### config.mk
export PLATFORM = sky130hd
export DESIGN_NAME = input_binding_table
export DESIGN_NICKNAME = d
export VERILOG_FILES = /design/src/hdl/ibt_pkg.sv /design/src/hdl/ibt_ram.sv /design/src/hdl/ibt_front.sv /design/src/hdl/ibt_back.sv /design/src/hdl/input_binding_table.sv
export SDC_FILE = /design/constraint.sdc
export NUM_CORES = 2
export LEC_CHECK = 0
export BUFFER_PORTS_ARGS = -buffer_cell sky130_fd_sc_hd__buf_2
export CORE_MARGIN = 5
export CORE_UTILIZATION = 40
export DETAILED_ROUTE_END_ITERATION = 8
export PLACE_DENSITY_LB_ADDON = 0.3
export SYNTH_ARGS = -nofsm -noshare
export SYNTH_HDL_FRONTEND = slang
export SYNTH_HIERARCHICAL = 1
export SYNTH_SLANG_ARGS = --single-unit
### constraint.sdc
create_clock -name clock -period 14.15 [get_ports clock]
set_clock_uncertainty 0.15 [all_clocks]
set_input_delay 4.245 -clock clock [delete_from_list [all_inputs] [get_ports clock]]
set_output_delay 4.245 -clock clock [all_outputs]
set_load 0.1 [all_outputs]
### src/hdl/ibt_pkg.sv
// ----------------------------------------------------------------------------
// ibt_pkg
// Shared types, codes and defaults for the input binding table.
// ----------------------------------------------------------------------------
package ibt_pkg;

   localparam int TABLE_ENTRIES_DEF = 64;
   localparam int ACTION_BYTES_DEF  = 16;
   localparam int BITS_PER_BYTE     = 8;
   localparam int KEY_W             = 18;
   localparam int ACT_W             = 7;
   localparam int ENTRY_W           = KEY_W + ACT_W;

   localparam logic [2:0] CMD_SET      = 3'd0;
   localparam logic [2:0] CMD_UNBIND   = 3'd1;
   localparam logic [2:0] CMD_LOOKUP   = 3'd2;
   localparam logic [2:0] CMD_SCAN     = 3'd3;
   localparam logic [2:0] CMD_END_SCAN = 3'd4;

   localparam logic [1:0] ST_OK   = 2'd0;
   localparam logic [1:0] ST_FULL = 2'd1;
   localparam logic [1:0] ST_MISS = 2'd2;

   typedef struct packed {
      logic [2:0] cmd;
      logic [1:0] device_class;
      logic [7:0] device_index;
      logic [7:0] control_index;
      logic [6:0] action_in;
   } ibt_req_type;

   typedef struct packed {
      logic [1:0] status;
      logic       found;
      logic [6:0] action_out;
      logic       newly_pressed;
   } ibt_rsp_type;

   typedef struct packed {
      logic [2:0]       cmd;
      logic [KEY_W-1:0] key;
      logic [ACT_W-1:0] act;
   } ibt_job_type;

endpackage

### src/hdl/ibt_ram.sv
// ----------------------------------------------------------------------------
// ibt_ram
// Generic RAM: one write port, one read port, registered read data.
// ----------------------------------------------------------------------------
module ibt_ram #(
   parameter int WIDTH = 8,
   parameter int DEPTH = 16
) (
   input  logic                     clock,
   input  logic                     we,
   input  logic [$clog2(DEPTH)-1:0] waddr,
   input  logic [WIDTH-1:0]         wdata,
   input  logic [$clog2(DEPTH)-1:0] raddr,
   output logic [WIDTH-1:0]         rdata
);

   logic [WIDTH-1:0] mem [DEPTH];

   always_ff @(posedge clock) begin
      if (we) begin
         mem[waddr] <= wdata;
      end
      rdata <= mem[raddr];
   end

endmodule

### src/hdl/ibt_front.sv
// ----------------------------------------------------------------------------
// ibt_front
// Two-entry request queue; turns each item into a job with a packed key.
// ----------------------------------------------------------------------------
module ibt_front (
   input  logic                 clock,
   input  logic                 reset,
   input  logic                 req_push,
   output logic                 req_full,
   input  ibt_pkg::ibt_req_type req_item,
   output logic                 job_valid,
   input  logic                 job_pop,
   output ibt_pkg::ibt_job_type job
);

   ibt_pkg::ibt_job_type slot_ff [2];
   logic       wptr_ff, wptr_in;
   logic       rptr_ff, rptr_in;
   logic [1:0] cnt_ff, cnt_in;
   logic       push_ok, pop_ok;
   ibt_pkg::ibt_job_type job_new;

   assign req_full  = (cnt_ff == 2'd2);
   assign job_valid = (cnt_ff != 2'd0);
   assign push_ok   = req_push && !req_full;
   assign pop_ok    = job_pop && job_valid;
   assign job       = slot_ff[rptr_ff];

   always_comb begin
      job_new.cmd = req_item.cmd;
      job_new.key = {req_item.device_class, req_item.device_index, req_item.control_index};
      job_new.act = req_item.action_in;
      wptr_in = push_ok ? ~wptr_ff : wptr_ff;
      rptr_in = pop_ok ? ~rptr_ff : rptr_ff;
      cnt_in  = cnt_ff + {1'b0, push_ok} - {1'b0, pop_ok};
   end

   always_ff @(posedge clock) begin
      if (reset) begin
         wptr_ff <= 1'b0;
         rptr_ff <= 1'b0;
         cnt_ff  <= 2'd0;
      end else begin
         wptr_ff <= wptr_in;
         rptr_ff <= rptr_in;
         cnt_ff  <= cnt_in;
      end
      if (push_ok) begin
         slot_ff[wptr_ff] <= job_new;
      end
   end

endmodule

### src/hdl/ibt_back.sv
// ----------------------------------------------------------------------------
// ibt_back
// Sequencer: sorted-table search, shift insert/delete, action bit tracking.
// ----------------------------------------------------------------------------
module ibt_back #(
   parameter int TABLE_ENTRIES = ibt_pkg::TABLE_ENTRIES_DEF,
   parameter int ACTION_BYTES  = ibt_pkg::ACTION_BYTES_DEF
) (
   input  logic                 clock,
   input  logic                 reset,
   input  logic                 job_valid,
   output logic                 job_pop,
   input  ibt_pkg::ibt_job_type job,
   output logic                 rsp_empty,
   input  logic                 rsp_pop,
   output ibt_pkg::ibt_rsp_type rsp_item
);

   localparam int AW = $clog2(TABLE_ENTRIES);
   localparam int CW = $clog2(TABLE_ENTRIES + 1);
   localparam int AB = ACTION_BYTES * ibt_pkg::BITS_PER_BYTE;
   localparam int BW = $clog2(AB);
   localparam logic [CW-1:0] FULL_CNT = CW'(TABLE_ENTRIES);

   localparam logic [2:0] S_IDLE = 3'd0;
   localparam logic [2:0] S_SRD  = 3'd1;
   localparam logic [2:0] S_SCMP = 3'd2;
   localparam logic [2:0] S_DEC  = 3'd3;
   localparam logic [2:0] S_SHRD = 3'd4;
   localparam logic [2:0] S_SHWR = 3'd5;

   logic [2:0]    state_ff, state_in;
   logic [CW-1:0] ptr_ff, ptr_in;
   logic [CW-1:0] pos_ff, pos_in;
   logic [CW-1:0] count_ff, count_in;
   logic          hit_ff, hit_in;
   logic          ins_ff, ins_in;
   logic [ibt_pkg::ACT_W-1:0] hact_ff, hact_in;
   ibt_pkg::ibt_job_type job_ff, job_in;
   logic [AB-1:0] cur_ff, cur_in;
   logic [AB-1:0] prev_ff, prev_in;
   ibt_pkg::ibt_rsp_type res_ff, res_in;
   logic          rv_ff, rv_in;

   logic                        we;
   logic [AW-1:0]               waddr, raddr;
   logic [ibt_pkg::ENTRY_W-1:0] wdata, rdata;
   logic [ibt_pkg::KEY_W-1:0]   rkey;
   logic [CW-1:0]               ptr_m1, ptr_p1;
   logic [7:0]                  a8;
   logic                        a_in_range;
   logic [BW-1:0]               bidx;

   ibt_ram #(.WIDTH(ibt_pkg::ENTRY_W), .DEPTH(TABLE_ENTRIES)) u_ram (
      .clock (clock),
      .we    (we),
      .waddr (waddr),
      .wdata (wdata),
      .raddr (raddr),
      .rdata (rdata)
   );

   assign rkey       = rdata[ibt_pkg::ENTRY_W-1:ibt_pkg::ACT_W];
   assign ptr_m1     = ptr_ff - 1'b1;
   assign ptr_p1     = ptr_ff + 1'b1;
   assign a8         = {1'b0, hact_ff};
   assign a_in_range = ({1'b0, a8} < 9'(AB));
   assign bidx       = a8[BW-1:0];
   assign rsp_empty  = !rv_ff;
   assign rsp_item   = res_ff;

   always_comb begin
      state_in = state_ff;
      ptr_in   = ptr_ff;
      pos_in   = pos_ff;
      count_in = count_ff;
      hit_in   = hit_ff;
      ins_in   = ins_ff;
      hact_in  = hact_ff;
      job_in   = job_ff;
      cur_in   = cur_ff;
      prev_in  = prev_ff;
      res_in   = res_ff;
      rv_in    = rv_ff;
      job_pop  = 1'b0;
      we       = 1'b0;
      waddr    = ptr_ff[AW-1:0];
      wdata    = rdata;
      raddr    = ptr_ff[AW-1:0];
      if (rsp_pop && rv_ff) begin
         rv_in = 1'b0;
      end
      unique case (state_ff)
         S_IDLE: begin
            if (job_valid && !rv_ff) begin
               job_pop = 1'b1;
               job_in  = job;
               ptr_in  = '0;
               res_in  = '0;
               unique case (job.cmd)
                  ibt_pkg::CMD_SET, ibt_pkg::CMD_UNBIND,
                  ibt_pkg::CMD_LOOKUP, ibt_pkg::CMD_SCAN: begin
                     state_in = S_SRD;
                  end
                  ibt_pkg::CMD_END_SCAN: begin
                     prev_in = cur_ff;
                     cur_in  = '0;
                     rv_in   = 1'b1;
                  end
                  default: begin
                     rv_in = 1'b1;
                  end
               endcase
            end
         end
         S_SRD: begin
            if (ptr_ff == count_ff) begin
               pos_in   = count_ff;
               hit_in   = 1'b0;
               state_in = S_DEC;
            end else begin
               state_in = S_SCMP;
            end
         end
         S_SCMP: begin
            if (rkey >= job_ff.key) begin
               pos_in   = ptr_ff;
               hit_in   = (rkey == job_ff.key);
               hact_in  = rdata[ibt_pkg::ACT_W-1:0];
               state_in = S_DEC;
            end else begin
               ptr_in   = ptr_p1;
               state_in = S_SRD;
            end
         end
         S_DEC: begin
            state_in = S_IDLE;
            rv_in    = 1'b1;
            unique case (job_ff.cmd)
               ibt_pkg::CMD_SET: begin
                  if (hit_ff) begin
                     we    = 1'b1;
                     waddr = pos_ff[AW-1:0];
                     wdata = {job_ff.key, job_ff.act};
                  end else if (count_ff == FULL_CNT) begin
                     res_in.status = ibt_pkg::ST_FULL;
                  end else begin
                     ptr_in   = count_ff;
                     ins_in   = 1'b1;
                     rv_in    = 1'b0;
                     state_in = S_SHRD;
                  end
               end
               ibt_pkg::CMD_UNBIND: begin
                  if (hit_ff) begin
                     ptr_in   = pos_ff;
                     ins_in   = 1'b0;
                     rv_in    = 1'b0;
                     state_in = S_SHRD;
                  end else begin
                     res_in.status = ibt_pkg::ST_MISS;
                  end
               end
               ibt_pkg::CMD_LOOKUP: begin
                  if (hit_ff) begin
                     res_in.found      = 1'b1;
                     res_in.action_out = hact_ff;
                  end else begin
                     res_in.status = ibt_pkg::ST_MISS;
                  end
               end
               ibt_pkg::CMD_SCAN: begin
                  if (hit_ff) begin
                     res_in.found      = 1'b1;
                     res_in.action_out = hact_ff;
                     if (a_in_range) begin
                        res_in.newly_pressed = !prev_ff[bidx];
                        cur_in[bidx]         = 1'b1;
                     end else begin
                        res_in.newly_pressed = 1'b1;
                     end
                  end else begin
                     res_in.status = ibt_pkg::ST_MISS;
                  end
               end
               default: begin
               end
            endcase
         end
         S_SHRD: begin
            if (ins_ff) begin
               if (ptr_ff == pos_ff) begin
                  we       = 1'b1;
                  waddr    = pos_ff[AW-1:0];
                  wdata    = {job_ff.key, job_ff.act};
                  count_in = count_ff + 1'b1;
                  rv_in    = 1'b1;
                  state_in = S_IDLE;
               end else begin
                  raddr    = ptr_m1[AW-1:0];
                  state_in = S_SHWR;
               end
            end else begin
               if (ptr_p1 >= count_ff) begin
                  count_in = count_ff - 1'b1;
                  rv_in    = 1'b1;
                  state_in = S_IDLE;
               end else begin
                  raddr    = ptr_p1[AW-1:0];
                  state_in = S_SHWR;
               end
            end
         end
         S_SHWR: begin
            we       = 1'b1;
            waddr    = ptr_ff[AW-1:0];
            wdata    = rdata;
            ptr_in   = ins_ff ? ptr_m1 : ptr_p1;
            state_in = S_SHRD;
         end
         default: begin
            state_in = S_IDLE;
         end
      endcase
   end

   always_ff @(posedge clock) begin
      if (reset) begin
         state_ff <= S_IDLE;
         count_ff <= '0;
         cur_ff   <= '0;
         prev_ff  <= '0;
         rv_ff    <= 1'b0;
      end else begin
         state_ff <= state_in;
         count_ff <= count_in;
         cur_ff   <= cur_in;
         prev_ff  <= prev_in;
         rv_ff    <= rv_in;
      end
      ptr_ff  <= ptr_in;
      pos_ff  <= pos_in;
      hit_ff  <= hit_in;
      ins_ff  <= ins_in;
      hact_ff <= hact_in;
      job_ff  <= job_in;
      res_ff  <= res_in;
   end

   a_count_bound: assert property (@(posedge clock) disable iff (reset)
      count_ff <= FULL_CNT)
      else $error("binding count above table size");

   a_busy_no_result: assert property (@(posedge clock) disable iff (reset)
      (state_ff != S_IDLE) |-> !rv_ff)
      else $error("result pending while sequencer busy");

   a_count_step: assert property (@(posedge clock) disable iff (reset)
      (count_ff != $past(count_ff)) |->
         (count_ff == $past(count_ff) + 1'b1 || count_ff == $past(count_ff) - 1'b1))
      else $error("binding count jumped");

   a_idle_no_write: assert property (@(posedge clock) disable iff (reset)
      (state_ff == S_IDLE || state_ff == S_SRD || state_ff == S_SCMP) |-> !we)
      else $error("table written during search");

endmodule

### src/hdl/input_binding_table.sv
// ----------------------------------------------------------------------------
// input_binding_table
// Sorted control-to-action binding table with per-scan press detection.
// ----------------------------------------------------------------------------
// Flow: end_scan and unused codes post their result straight from idle;
//   lookup, scan and set update search entry by entry, then decide;
//   insert and delete then shift the later entries to open or close the
//   found slot. Search and shift together walk the table once.
// Throughput: one item at a time in the sequencer; the next starts the cycle
//   after the result is taken. A two-entry request queue buffers the input.
// Reset: synchronous; clears binding count and action bits, table RAM is not.
module input_binding_table #(
   parameter int TABLE_ENTRIES = ibt_pkg::TABLE_ENTRIES_DEF,
   parameter int ACTION_BYTES  = ibt_pkg::ACTION_BYTES_DEF
) (
   input  logic                 clock,
   input  logic                 reset,
   input  logic                 req_push,
   output logic                 req_full,
   input  ibt_pkg::ibt_req_type req_item,
   output logic                 rsp_empty,
   input  logic                 rsp_pop,
   output ibt_pkg::ibt_rsp_type rsp_item
);

   logic                 job_valid;
   logic                 job_pop;
   ibt_pkg::ibt_job_type job;

   ibt_front u_front (
      .clock     (clock),
      .reset     (reset),
      .req_push  (req_push),
      .req_full  (req_full),
      .req_item  (req_item),
      .job_valid (job_valid),
      .job_pop   (job_pop),
      .job       (job)
   );

   ibt_back #(
      .TABLE_ENTRIES (TABLE_ENTRIES),
      .ACTION_BYTES  (ACTION_BYTES)
   ) u_back (
      .clock     (clock),
      .reset     (reset),
      .job_valid (job_valid),
      .job_pop   (job_pop),
      .job       (job),
      .rsp_empty (rsp_empty),
      .rsp_pop   (rsp_pop),
      .rsp_item  (rsp_item)
   );

endmodule
# Yosys cells after proc, flatten, opt, wreduce, memory -nomap -nowiden
# Memory sizes are Yosys's and may differ from the RTL's. A register that Yosys moved wholly into a read port is not among the register bits.
# Index checks and enable logic that the tools add are counted.
dict set report word_totals {
  regBits 333
  latchBits 0
  ram_bits 1656
  rom_bits 0
  input_bits 32
  out_inout_bits 13
  word_cells 199
  n_memories 2
}
# name depth width read_ports rd_ports_with_merged_regs wr line_no
set memory_table {}
lappend memory_table {u_back.u_ram.mem 64 25 1 1 1 ibt_ram.sv:17} ;# logic [WIDTH-1:0] mem [DEPTH];
lappend memory_table {u_front.slot_ff 2 28 1 1 1 ibt_front.sv:16} ;# ibt_pkg::ibt_job_type slot_ff [2];
dict set report op_classes {
  add_sub_neg 6
  n_mul 0
  div 0
  order_cmp 5
  n_eq_ne 40
  n_shift 0
  muxes 92
  bitwise_logic 3
  reduce_logical 31
}
# operator count
set ops {}
lappend ops {{$mux W128} 5}
lappend ops {{$pmux W128 S2} 1}
lappend ops {{$or A128 B128 Y128} 1}
lappend ops {{$mux W25} 4}
lappend ops {{$mux W7} 11}
lappend ops {{$pmux W25 S2} 1}
lappend ops {{$mux W6} 8}
lappend ops {{$mux W1} 31}
lappend ops {{$pmux W7 S2} 2}
lappend ops {{$pmux W7 S4} 1}
lappend ops {{$mux W3} 8}
lappend ops {{$pmux W11 S2} 1}
lappend ops {{$eq A18 B18 Y1} 1}
lappend ops {{$eq A3 B2 Y1 const B} 6}
lappend ops {{$ge A18 B18 Y1} 1}
lappend ops {{$pmux W3 S6} 1}
lappend ops {{$lt A7 B8 Y1 const B} 2}
lappend ops {{$pmux W8 S2} 1}
lappend ops {{$ne A3 B2 Y1 const B} 5}
lappend ops {{$add A7 B1 Y7 const B} 2}
lappend ops {{$eq A7 B7 Y1} 2}
lappend ops {{$ne A2 B1 Y1 const B} 7}
lappend ops {{$sub A7 B1 Y7 const B} 2}
lappend ops {{$ne A2 B2 Y1 const B} 6}
lappend ops {{other kinds (35)} 67}

# Logic depth before layout (Yosys ltp)
dict set report logic_depth {
  word_depth 9
  depth_mapped 20
}

# By module
# Netlist, hierarchy kept.
# mod n_inst cells_each area_each_um2 seq_area_each_um2
set modules_own_cells {}
lappend modules_own_cells {ibt_ram 1 2884 62517.5 48546.6}
lappend modules_own_cells {ibt_back 1 1588 14236.2 7206.9}
lappend modules_own_cells {ibt_front 1 114 2262.2 1781.7}

# Least setup slack after synthesis
# No wires, ideal clock.
dict set report synth_path {
  kind {input -> register}
  start {input port req_push}
  end {memory u_front/slot_ff[0][0] in the netlist's numbering, enable pin}
  t_arrival_ns 5.197
  t_required_ns 13.617
  slack_ns 8.420
  path_stages 3
  n_path_buf 0
  path_cell_list {inv_1 -> or3_1 -> inv_1}
}
dict set report synth_via {
  elab_chain_len 3
}
# element line_no
set synth_rtl {}
lappend synth_rtl {{start: declaration} input_binding_table.sv:18} ;# input logic req_push,
lappend synth_rtl {{$logic_and A1 B1 Y1} ibt_front.sv:25} ;# assign push_ok = req_push && !req_full;
lappend synth_rtl {{$mux W1} ibt_front.sv:48} ;# if (push_ok) begin
lappend synth_rtl {{$mux W1 (implied by the code)} ibt_front.sv:49} ;# slot_ff[wptr_ff] <= job_new;
lappend synth_rtl {{end: declaration} ibt_front.sv:16}
# No other way between the ends.

# Worst setup path after layout
dict set report layout_path {
  start {register u_back.ptr_ff[2]}
  end {register u_back.u_ram.rdata[17], read port of u_back.u_ram.mem}
}
dict set report layout_via {
  elab_chain_len 5
  elab_cells_between_ends 8
}
# element line_no
set layout_rtl {}
lappend layout_rtl {{start: declaration} ibt_back.sv:33} ;# logic [CW-1:0] ptr_ff, ptr_in;
lappend layout_rtl {{start signal: assignment} ibt_back.sv:241} ;# ptr_ff <= ptr_in;
lappend layout_rtl {{$add A7 B1 Y7} ibt_back.sv:65} ;# assign ptr_p1 = ptr_ff + 1'b1;
lappend layout_rtl {{$ge A7 B7 Y1} ibt_back.sv:204} ;# if (ptr_p1 >= count_ff) begin
lappend layout_rtl {{$mux W6} ibt_back.sv:204}
lappend layout_rtl {{$mux W6} ibt_back.sv:191} ;# if (ins_ff) begin
lappend layout_rtl {{$mux W6 (*)} ibt_back.sv:93} ;# unique case (state_ff)
lappend layout_rtl {{via u_back.raddr[2]} ibt_back.sv:46} ;# logic [AW-1:0] waddr, raddr;
lappend layout_rtl {{end: declaration} ibt_ram.sv:14} ;# output logic [WIDTH-1:0] rdata
# Mark *: on every way through the listed nets, which the timed path passes. The rest lies on a longest branch.
# A chain may end at the register's enable or synchronous reset.

==> results.py <==
metrics = {
    "placed_design": {
        "dp.cells": 7134,
        "place.detailed.hpwl_um": 121000,
        "dpl-instance-area_um2": 82400,
        "gp_congestion": 0.843,
        "pre_cts_worst_setup_slack_ps": 6800,
        "buffer_ports.inserted": 44,
    },
    "clock_tree": {
        "clock_tree.htree_level_count": 4,
        "holdBufCountCts": 0,
        "clk_root_buffer_cell": "sky130_fd_sc_hd__clkbuf_16",
        "post_cts.repair.setup_buffers": 0,
        "cts.repair.resized": 0,
        "tritoncts": "built",
        "path_clk_slew_ps": 70,
        "clk_path_buf_depth": 3,
        "worst_skew_pair.late_latency_ps": 850,
        "cts_num_sinks": 2015,
        "number_of_cts_inserted_buffers": 195,
    },
    "grt": {
        "gr-usage-met3_pct": 4.46,
        "grt_overflow": 0,
        "antenna_found_initial": 6,
        "wire_length_of_the_first_global_routing_pass_um": 301000,
        "groute.usage.overall_pct": 20.1,
        "gr-usage-met1_pct": 28.6,
        "m2_gr_usage_pct": 31.4,
        "pin_count_of_the_biggest_net_entering_global_routing": 128,
        "first_global_vias": 41700,
        "gr-max-usage-layer": "met2",
    },
    "floorplanning": {
        "dieHeight_um": 454,
        "floorplan.die.width_um": 454,
        "num_rows": 163,
        "floorplan.io_pins": 45,
        "core_region_area_um2": 197000,
        "initial_utilization_pct": 40.1,
        "dieArea_um2": 207000,
    },
    "cells_and_area": {
        "area_growth_syn_to_layout_pct": 12.4,
        "n_fill_cell": 16900,
        "post_route_cells_drive_above_1_share_pct": 21.9,
        "final_design_area_no_fill_um2": 88900,
        "most_frequent_cells_in_the_layout": "sky130_fd_sc_hd__edfxtp_1 (1718), sky130_fd_sc_hd__nand2_1 (339), sky130_fd_sc_hd__mux4_2 (317), sky130_fd_sc_hd__dfxtp_1 (297), sky130_fd_sc_hd__a21oi_1 (296)",
        "fin_cells": 7500,
        "layout.cells.most_common": "sky130_fd_sc_hd__edfxtp_1",
        "finish.net_count": 4759,
        "fin_util_pct": 45.1,
    },
    "critical_path": {
        "rrSetupSlack_ps": 6750,
        "cp_data_arrival_time_ps": 7980,
        "worst-r2r-cell-count": 18,
        "path_max_fanout": 53,
        "crit_path_start_kind": "register",
        "worst-setup-path-type": "reg2reg",
        "rr_startpoint": "u_back/ptr_ff[2]",
        "required_ps": 14730,
        "nature_of_the_critical_path_endpoint": "register",
        "timing.rr.end": "u_back/u_ram/rdata[17]",
    },
    "sta": {
        "tns_ps": 0,
        "tightest_slew_ps": 1300,
        "timing.final.ws_setup_ps": 6750,
        "final-max-slew-violation-count": 0,
        "timing.final.hold_violations": 0,
        "report.final.setup_viol": 0,
        "timing.max_slew.rel_slack_pct": 12.6,
        "rsz_0062_raised_after_global_routing": "false",
        "fmax_ghz": 0.135,
        "final_critical_path_share_of_the_clock_period_pct": 52.3,
        "period_needed_ps": 7400,
    },
    "hold_path": {
        "hp-start": "u_back/cur_ff[8]",
        "min-delay-path-class": "reg2reg",
        "hold-path-cell-count": 2,
        "worstHoldEndpoint": "u_back/prev_ff[8]",
    },
    "synth": {
        "netlist_instances": 4586,
        "synth_area_um2": 79000,
        "synth_async_sr_flop_share_pct": 0,
        "synth_flop_cell": "sky130_fd_sc_hd__edfxtp_1",
        "synth-simple-area-share_pct": 4.58,
        "yosys_warnings": 6,
        "seq_area_frac_synth_pct": 72.8,
        "avgSynthCellArea_um2": 17.2,
        "synth_top_family_by_area": "multiplexers",
        "muxShareOfSynthArea_pct": 14.2,
        "synth-edff-count": 1718,
        "synth_cell_types": 81,
        "synth-compound-area-share_pct": 5.23,
        "synth_fa_ha_area_share_pct": 0.580,
        "mappedNetlistNets": 4654,
        "synth_xor_xnor_area_share_pct": 0.366,
        "postSynthRegisterBits": 2015,
    },
    "power": {
        "p_leak_nw": 28.4,
        "ir_drop_v": 0.000194,
        "pwr_density_cell_nw_per_um2": 204,
    },
    "status": {
        "run_status": "completed",
    },
    "route": {
        "viasPerCell": 5.70,
        "detail_route.wirelength_um": 210000,
        "vias": 42700,
        "route.detailed.wl_per_inst_um": 28.0,
        "detail_route.first_pass.iterations": 6,
        "detailed_route_drc_error_count": 0,
        "drt-initial-drc-count": 5319,
        "postRouteAntennaNets": 0,
    },
    "flow_run": {
        "max-cap-violations": 0,
    },
}
## routing by layer
| layer | vias up | routed length (um) |
|---|---|---|
| met5 | - | 250 |
| met2 | 1743 | 97100 |
| li1 | 18200 | - |
| met1 | 22500 | 88900 |
| met4 | 8 | 5710 |
| met3 | 293 | 17900 |
## final cells by class
cell class	instances	area [um^2]	area share (%)
clock inverters	112	1220	1.37
repair buffers	186	1330	1.49
clock buffers	249	5230	5.88
multi-input cells	2248	20100	22.6
well taps	2640	3300	3.72
flip-flops and latches	2015	57500	64.8
inverters	45	169	0.190
diodes	5	12.5	0.0141
## worst max-delay path, stage by stage, from the launching register on
cell and delay [ps]:
sky130_fd_sc_hd__edfxtp_1 660, sky130_fd_sc_hd__and3_1 260, sky130_fd_sc_hd__nand3_1 100, sky130_fd_sc_hd__xnor2_1 320
sky130_fd_sc_hd__ha_1 330, sky130_fd_sc_hd__and4_1 200, sky130_fd_sc_hd__a2111oi_0 430, sky130_fd_sc_hd__o21ai_1 380
sky130_fd_sc_hd__a21oi_2 390, sky130_fd_sc_hd__o221ai_1 230, sky130_fd_sc_hd__xnor2_2 180, sky130_fd_sc_hd__buf_4 750
sky130_fd_sc_hd__buf_4 680, sky130_fd_sc_hd__buf_4 780, sky130_fd_sc_hd__mux4_2 360, sky130_fd_sc_hd__mux2i_1 90
sky130_fd_sc_hd__a22oi_1 460, sky130_fd_sc_hd__o211ai_1 300, sky130_fd_sc_hd__o31ai_1 160
## through the flow
stage / total power (W) / hold WS, ps
global placement: 0.0130 / 285
floorplan: 0.0111 / 251
detailed placement: 0.0131 / 292
finish: 0.0182 / 265
CTS: 0.0182 / 277
global route: 0.0188 / 287
## kinds of logic after synthesis
kind of cell / count (synthesis)
AO/OA/AOI/OAI: 664
adder cells (fa/ha/maj): 36
multiplexers: 698
flip-flops: 2015
AND/OR/NAND/NOR: 817
buffers and inverters: 323
XOR/XNOR: 33
## where the power goes
| group | leakage [nW] | internal, W | total [W] | switching (W) |
|---|---|---|---|---|
| Clock | 3.13 | 0.00293 | 0.00519 | 0.00226 |
| Combinational | 7.47 | 0.00178 | 0.00543 | 0.00364 |
| Sequential | 17.8 | 0.00734 | 0.00754 | 0.000199 |
## worst max path at each step
stage / start / cells past startpoint / end
after floorplan: req_push / 3 / u_front/slot_ff[0][0]
after global placement: u_back/ptr_ff[2] / 18 / u_back/u_ram/rdata[10]
after detailed placement: u_back/ptr_ff[2] / 18 / u_back/u_ram/rdata[17]
after CTS: u_back/ptr_ff[2] / 18 / u_back/u_ram/rdata[10]
after global routing: u_back/ptr_ff[2] / 18 / u_back/u_ram/rdata[17]
final: u_back/ptr_ff[2] / 18 / u_back/u_ram/rdata[17]
## flip-flops by register name (all words and copies together), names as in the netlist, 2 cells and up, named ones only
name                cells
u_back/cur_ff         128
u_front/cnt_ff          2
u_back/u_ram/rdata     25
u_back/bidx             7
u_back/prev_ff        128
u_front/slot_ff        56
u_back/u_ram/mem     1600
u_back/state_ff         3
u_back/job_ff          28
u_back/ptr_ff           7
u_back/count_ff         7
u_back/pos_ff           7
u_back/rsp_item        11
## cell usage after synthesis, types with 28 or more instances
master	instances	area (um^2)
sky130_fd_sc_hd__a21oi_1	296	1480
sky130_fd_sc_hd__a22o_1	34	298
sky130_fd_sc_hd__a22oi_1	44	330
sky130_fd_sc_hd__buf_2	90	450
sky130_fd_sc_hd__buf_4	37	278
sky130_fd_sc_hd__clkbuf_1	96	360
sky130_fd_sc_hd__dfxtp_1	297	5950
sky130_fd_sc_hd__edfxtp_1	1718	51600
sky130_fd_sc_hd__ha_1	35	438
sky130_fd_sc_hd__inv_1	43	161
sky130_fd_sc_hd__mux2_1	48	541
sky130_fd_sc_hd__mux2_2	132	1490
sky130_fd_sc_hd__mux2i_1	197	1970
sky130_fd_sc_hd__mux4_2	317	7140
sky130_fd_sc_hd__nand2_1	340	1280
sky130_fd_sc_hd__nand3_1	28	140
sky130_fd_sc_hd__nor2_1	270	1010
sky130_fd_sc_hd__o21ai_0	66	330
sky130_fd_sc_hd__o22ai_1	76	475
No activity file was read; power rests on OpenSTA's default activity.
